**config.mk**
```make
export PLATFORM = sky130hd
export DESIGN_NAME = s2c_ctrl
export DESIGN_NICKNAME = d
export VERILOG_FILES = /design/src/hdl/s2c_pkg.sv /design/src/hdl/s2c_ctrl.sv
export SDC_FILE = /design/constraint.sdc
export NUM_CORES = 1
export LEC_CHECK = 0
export CAP_MARGIN = 20
export CORE_AREA = 2 2 39 41
export DETAILED_ROUTE_END_ITERATION = 16
export DIE_AREA = 0 0 41 43
export DONT_BUFFER_PORTS = 1
export PLACE_DENSITY_LB_ADDON = 0.1
export SETUP_SLACK_MARGIN = 0.4
export SLEW_MARGIN = 20
export SYNTH_ARGS = -nofsm -noshare
export SYNTH_HDL_FRONTEND = slang
export SYNTH_SLANG_ARGS = --single-unit
```
**constraint.sdc**
```tcl
create_clock -name clk -period 1.45 [get_ports clk]
set_input_delay 0.29 -clock clk [delete_from_list [all_inputs] [get_ports clk]]
set_output_delay 0.29 -clock clk [all_outputs]
set_load 0.1 [all_outputs]
```
**src/hdl/s2c_pkg.sv**
```systemverilog
// Shared types, constants and codes of the sparse row-to-column converter.
package s2c_pkg;

	localparam int MAX_NONZEROS = 1024;
	localparam int MAX_COLUMNS  = 256;
	localparam int MAX_ROWS     = 256;
	localparam int VALUE_BITS   = 64;

	localparam int ACT_W  = 2;
	localparam int ROW_W  = 8;
	localparam int COL_W  = 8;
	localparam int CNT_W  = 11;
	localparam int SIZE_W = 9;
	localparam int STAT_W = 2;
	localparam int NZ_AW  = $clog2(MAX_NONZEROS);
	localparam int CA_W   = $clog2(MAX_COLUMNS);
	localparam int SA_W   = $clog2(MAX_COLUMNS + 1);

	localparam logic [ACT_W-1:0] ACT_LOAD   = 2'd0;
	localparam logic [ACT_W-1:0] ACT_FINISH = 2'd1;
	localparam logic [ACT_W-1:0] ACT_READ   = 2'd2;

	localparam logic [STAT_W-1:0] ST_OK       = 2'd0;
	localparam logic [STAT_W-1:0] ST_REJECT   = 2'd1;
	localparam logic [STAT_W-1:0] ST_NOT_DONE = 2'd2;

	localparam logic REG_NUM_ROWS = 1'b0;
	localparam logic REG_NUM_COLS = 1'b1;

	typedef struct packed {
		logic [ACT_W-1:0]      action;
		logic [ROW_W-1:0]      row;
		logic [COL_W-1:0]      col;
		logic [VALUE_BITS-1:0] value;
		logic [CNT_W-1:0]      index;
	} in_item_t;

	typedef struct packed {
		logic [STAT_W-1:0]     status;
		logic [CNT_W-1:0]      col_start;
		logic [ROW_W-1:0]      entry_row;
		logic [VALUE_BITS-1:0] entry_value;
		logic [CNT_W-1:0]      entry_count;
	} out_item_t;

	typedef struct packed {
		logic cap;
		logic bad;
		logic ld_chk;
		logic ld_wr;
		logic fn_init;
		logic ps_rd;
		logic ps_wr;
		logic sc_c;
		logic tot_rd;
		logic fin_res;
		logic rd_res;
		logic out_ld;
	} cmd_t;

	typedef struct packed {
		logic [ACT_W-1:0] action;
		logic             reject;
		logic             c_last;
		logic             k_done;
	} stat_t;

	typedef enum logic [3:0] {
		S_IDLE, S_LD_CHK, S_LD_WR, S_FN_INIT, S_PS_RD, S_PS_WR,
		S_SC_A, S_SC_B, S_SC_C, S_FN_TOT, S_FN_RES, S_RD_A, S_RD_B, S_RESP
	} state_t;

	function automatic logic [SIZE_W-1:0] clamp_size(input logic [SIZE_W-1:0] v,
		input logic [SIZE_W-1:0] maxv);
		logic [SIZE_W-1:0] r;
		r = v;
		if (v == '0) r = SIZE_W'(1);
		else if (v > maxv) r = maxv;
		return r;
	endfunction

endpackage

```
**src/hdl/s2c_ctrl.sv**
```systemverilog
// Controller state machine that sequences loads, conversion and reads.
module s2c_ctrl (
	input  logic            clk,
	input  logic            arst_n,
	input  logic            in_valid,
	output logic            in_ready,
	output logic            out_valid,
	input  logic            out_ready,
	input  s2c_pkg::stat_t  stat,
	output s2c_pkg::cmd_t   cmd
);
	import s2c_pkg::*;

	state_t state_q, state_d;
	logic   out_valid_q;

	always_ff @(posedge clk or negedge arst_n) begin
		if (!arst_n) begin
			state_q     <= S_IDLE;
			out_valid_q <= 1'b0;
		end else begin
			state_q <= state_d;
			if (cmd.out_ld) out_valid_q <= 1'b1;
			else if (out_ready) out_valid_q <= 1'b0;
		end
	end

	assign out_valid = out_valid_q;
	assign in_ready  = (state_q == S_IDLE);

	always_comb begin
		state_d = state_q;
		cmd     = '0;
		unique case (state_q)
			S_IDLE: begin
				if (in_valid) begin
					cmd.cap = 1'b1;
					unique case (stat.action)
						ACT_LOAD:   state_d = S_LD_CHK;
						ACT_FINISH: state_d = S_FN_INIT;
						ACT_READ:   state_d = S_RD_A;
						default: begin
							cmd.bad = 1'b1;
							state_d = S_RESP;
						end
					endcase
				end
			end
			S_LD_CHK: begin
				cmd.ld_chk = 1'b1;
				state_d = stat.reject ? S_RESP : S_LD_WR;
			end
			S_LD_WR: begin
				cmd.ld_wr = 1'b1;
				state_d = S_RESP;
			end
			S_FN_INIT: begin
				cmd.fn_init = 1'b1;
				state_d = S_PS_RD;
			end
			S_PS_RD: begin
				cmd.ps_rd = 1'b1;
				state_d = S_PS_WR;
			end
			S_PS_WR: begin
				cmd.ps_wr = 1'b1;
				state_d = stat.c_last ? S_SC_A : S_PS_RD;
			end
			S_SC_A: state_d = stat.k_done ? S_FN_TOT : S_SC_B;
			S_SC_B: state_d = S_SC_C;
			S_SC_C: begin
				cmd.sc_c = 1'b1;
				state_d = S_SC_A;
			end
			S_FN_TOT: begin
				cmd.tot_rd = 1'b1;
				state_d = S_FN_RES;
			end
			S_FN_RES: begin
				cmd.fin_res = 1'b1;
				state_d = S_RESP;
			end
			S_RD_A: state_d = S_RD_B;
			S_RD_B: begin
				cmd.rd_res = 1'b1;
				state_d = S_RESP;
			end
			S_RESP: begin
				if (!out_valid_q || out_ready) begin
					cmd.out_ld = 1'b1;
					state_d = S_IDLE;
				end
			end
			default: state_d = S_IDLE;
		endcase
	end
endmodule

```
==> out/results.tsv <==
stage	metric	value	unit
run_status	outcome	finished with violations	
run_status	violations	setup timing	
drt	dr.pass1.iters	4	
clocking	cts_tree	done	
logic_synthesis	synth_ff_type	dfrtp_1	
die	ioPinCount	23	
sta	rsz0062_at_grt	true	
logic_synthesis	synth_top_area_share	23.31	%
worst_setup_path	cpPeakStageDelay	0.58	ns
clocking	clk_path_buf_depth	2	
worst_setup_path	crit_chain	or4_4 -> clkinvlp_4 -> and3_4 -> buf_12	
logic_synthesis	yosysWarnings	0	
run	maxCapViolCount	0	
logic_synthesis	synthArstFlopShare	100.0	%
sta	tightestPinTransition	0.3547	ns
placement	portBuffers	0	
drt	antenna_left	0	
placement	place_ws	-0.2391	ns
logic_synthesis	syn-instance-count	68	
drt	drt-vias-per-instance	6.339	
layout	multiInputGateArea	565.5	µm²
drt	wl_per_cell	23.98	µm
drt	routed_wl	3.045	mm
die	rows	14	
clocking	cts.clk_slew.worst_paths	0.06	ns
clocking	cts_buffers	3	
sta	finalHoldViolCount	0	
die	dieHeight	43	µm
die	placeableCoreArea	1384	µm²
logic_synthesis	netlist_area	536.8	µm²
clocking	worstSkewPairLatency	0.26	ns
worst_setup_path	crit_type	flop to output pin	
layout	seqCellArea	130.1	µm²
sta	layout_setup_ws	-0.5650	ns
layout	drive_gt1_share	72.07	%
logic_synthesis	yosysMostFrequentCell	nor3_1	
placement	dpl.hpwl	1.138	mm
die	die_area	1763	µm²
logic_synthesis	yosys-top-cells-count	8 x nor3_1, 7 x nand2b_1, 7 x nor2_1, 5 x dfrtp_1	
global_route	gr-max-usage-layer	met2	
logic_synthesis	ys_seq_area_share	23.31	%
logic_synthesis	syn_avg_cell_area	7.894	µm²
global_route	grt_pass1_wl	3.615	mm
placement	routabilityCongestion	0.8390	
logic_synthesis	syn_nets	79	
layout	antenna_cells	0	
worst_setup_path	cp.arrival	1.73	ns
logic_synthesis	synth_edf_count	0	
global_route	gr-usage-met2	50.31	%
worst_setup_path	critical_path_peak_fanout	3	
sta	slew_headroom	76.28	%
logic_synthesis	ys_types	33	
logic_synthesis	ys_seq_elements	5	
global_route	track_usage	30.43	%
global_route	grtUsageMet3	7.330	%
worst_setup_path	cp-end-kind	output pin	
global_route	antenna_found_initial	0	
layout	nets	123	
global_route	grt_util_met1	34.22	%
logic_synthesis	synth_area_leaders	dfrtp_1 23%, nand2b_1 8.2%, nor3_1 7.5%, nor2_1 4.9%, o22a_1 4.9%	
logic_synthesis	synth_area_leader_cell	dfrtp_1	
global_route	grt_max_degree	14	
layout	syn_to_final_growth	148.7	%
layout	fillers	25	
clocking	clock_sinks	5	
sta	max_freq	0.4963	GHz
die	die_x	41	µm
die	initial_core_util	38.79	%
sta	period_share	139.0	%
worst_setup_path	critPathSlowestCell	or4_4	
drt	remaining_drc_errors	0	
sta	skew	0.01273	ns
clocking	root_buffer	clkbuf_4	
min_path	worst_hold_path_type	input pin to flop	
drt	first_iter_violations	31	
sta	holdWs	0.2495	ns
sta	setup_viol	17	
drt	vias	805	
worst_setup_path	required	1.16	ns
clocking	htree_num_levels	1	
sta	drv_slew	0	
worst_setup_path	start_kind	flop	
sta	fin_crit	2.015	ns
global_route	overflow	0	
sta	finalSetupTns	-7.049	ns
global_route	grt_pass1_vias	794	
cell usage in the layout (no fill, tap or decap), types with 2 or more instances in the layout:
cell type / synthesis / layout
nor3_4: 0 / 7
nand2_1: 3 / 2
nor2_4: 0 / 3
buf_8: 0 / 2
buf_6: 2 / 17
nand2b_1: 7 / 2
buf_4: 0 / 12
nor2_2: 1 / 2
ha_1: 2 / 2
o22a_1: 3 / 3
clkbuf_4: 0 / 3
dfrtp_1: 5 / 3
nor2_1: 7 / 3
nand2b_4: 0 / 5
buf_12: 0 / 13
layer usage:
metal,share of wire [%],vias to the layer above
met3,6.1,18
met2,51,53
li1,-,331
met1,37,403
met5,0,-
met4,6.0,0
metrics by stage:
step / utilization (%) / std cells / cell area (µm²)
CTS: 91.95 / 125 / 1272
detailed placement: 69.35 / 101 / 959.7
finish: 96.47 / 127 / 1335
floorplan: - / 68 / 686.9
global placement: 69.35 / 101 / 959.7
global route: 96.47 / 127 / 1335
worst max-delay path, delay by kind of cell, from the launching register on:
kind	cells	cell delay, ns
buffers and inverters	2	0.29
DFF	1	0.40
and+or+nand+nor	2	0.78
logic make-up after synthesis:
group | after synthesis | share of synthesized area, %
adders and majority gates | 2 | 4.661
muxes | 1 | 2.098
and+or+nand+nor | 39 | 42.20
DFF | 5 | 23.31
buffers and inverters | 8 | 9.090
AOI/OAI and AO/OA | 13 | 18.65
layout make-up:
class,count,share of cell area (%)
inverter,2,0.8435
timing repair buffer,45,43.58
tap,16,1.500
sequential,5,9.747
clock buffer,4,1.968
multi-input combinational,55,42.36
sequential cells by signal, summed over array words and instances (netlist names):
register   flops
state_q        4
out_valid      1
repair_timing:
item | in CTS | in global routing
pin swaps | 22 | 12
hold buffers | 1 | 0
setup buffers | 19 | 2
setup endpoints to repair | 19 | 19
resized for setup | 32 | 11
endpoints found under the hold margin | 5 | 0
final timing paths:
| path | start | to | slack, ns | cells after the start |
|---|---|---|---|---|
| worst max-delay path | state_q[3] | cmd[10] | -0.57 | 4 |
| worst min-delay path | out_ready | out_valid | 0.25 | 2 |
| worst max register to register | state_q[2] | state_q[1] | -0.43 | 8 |
| worst min register to register | out_valid | out_valid | 0.63 | 2 |
| max in group asynchronous | arst_n | state_q[2] | 0.86 | 1 |
| min in group asynchronous | arst_n | out_valid | 0.34 | 1 |
Power is left out: the tool's default activity adds up to more than one toggle a clock period on the data nets, which glitch-free logic cannot reach.
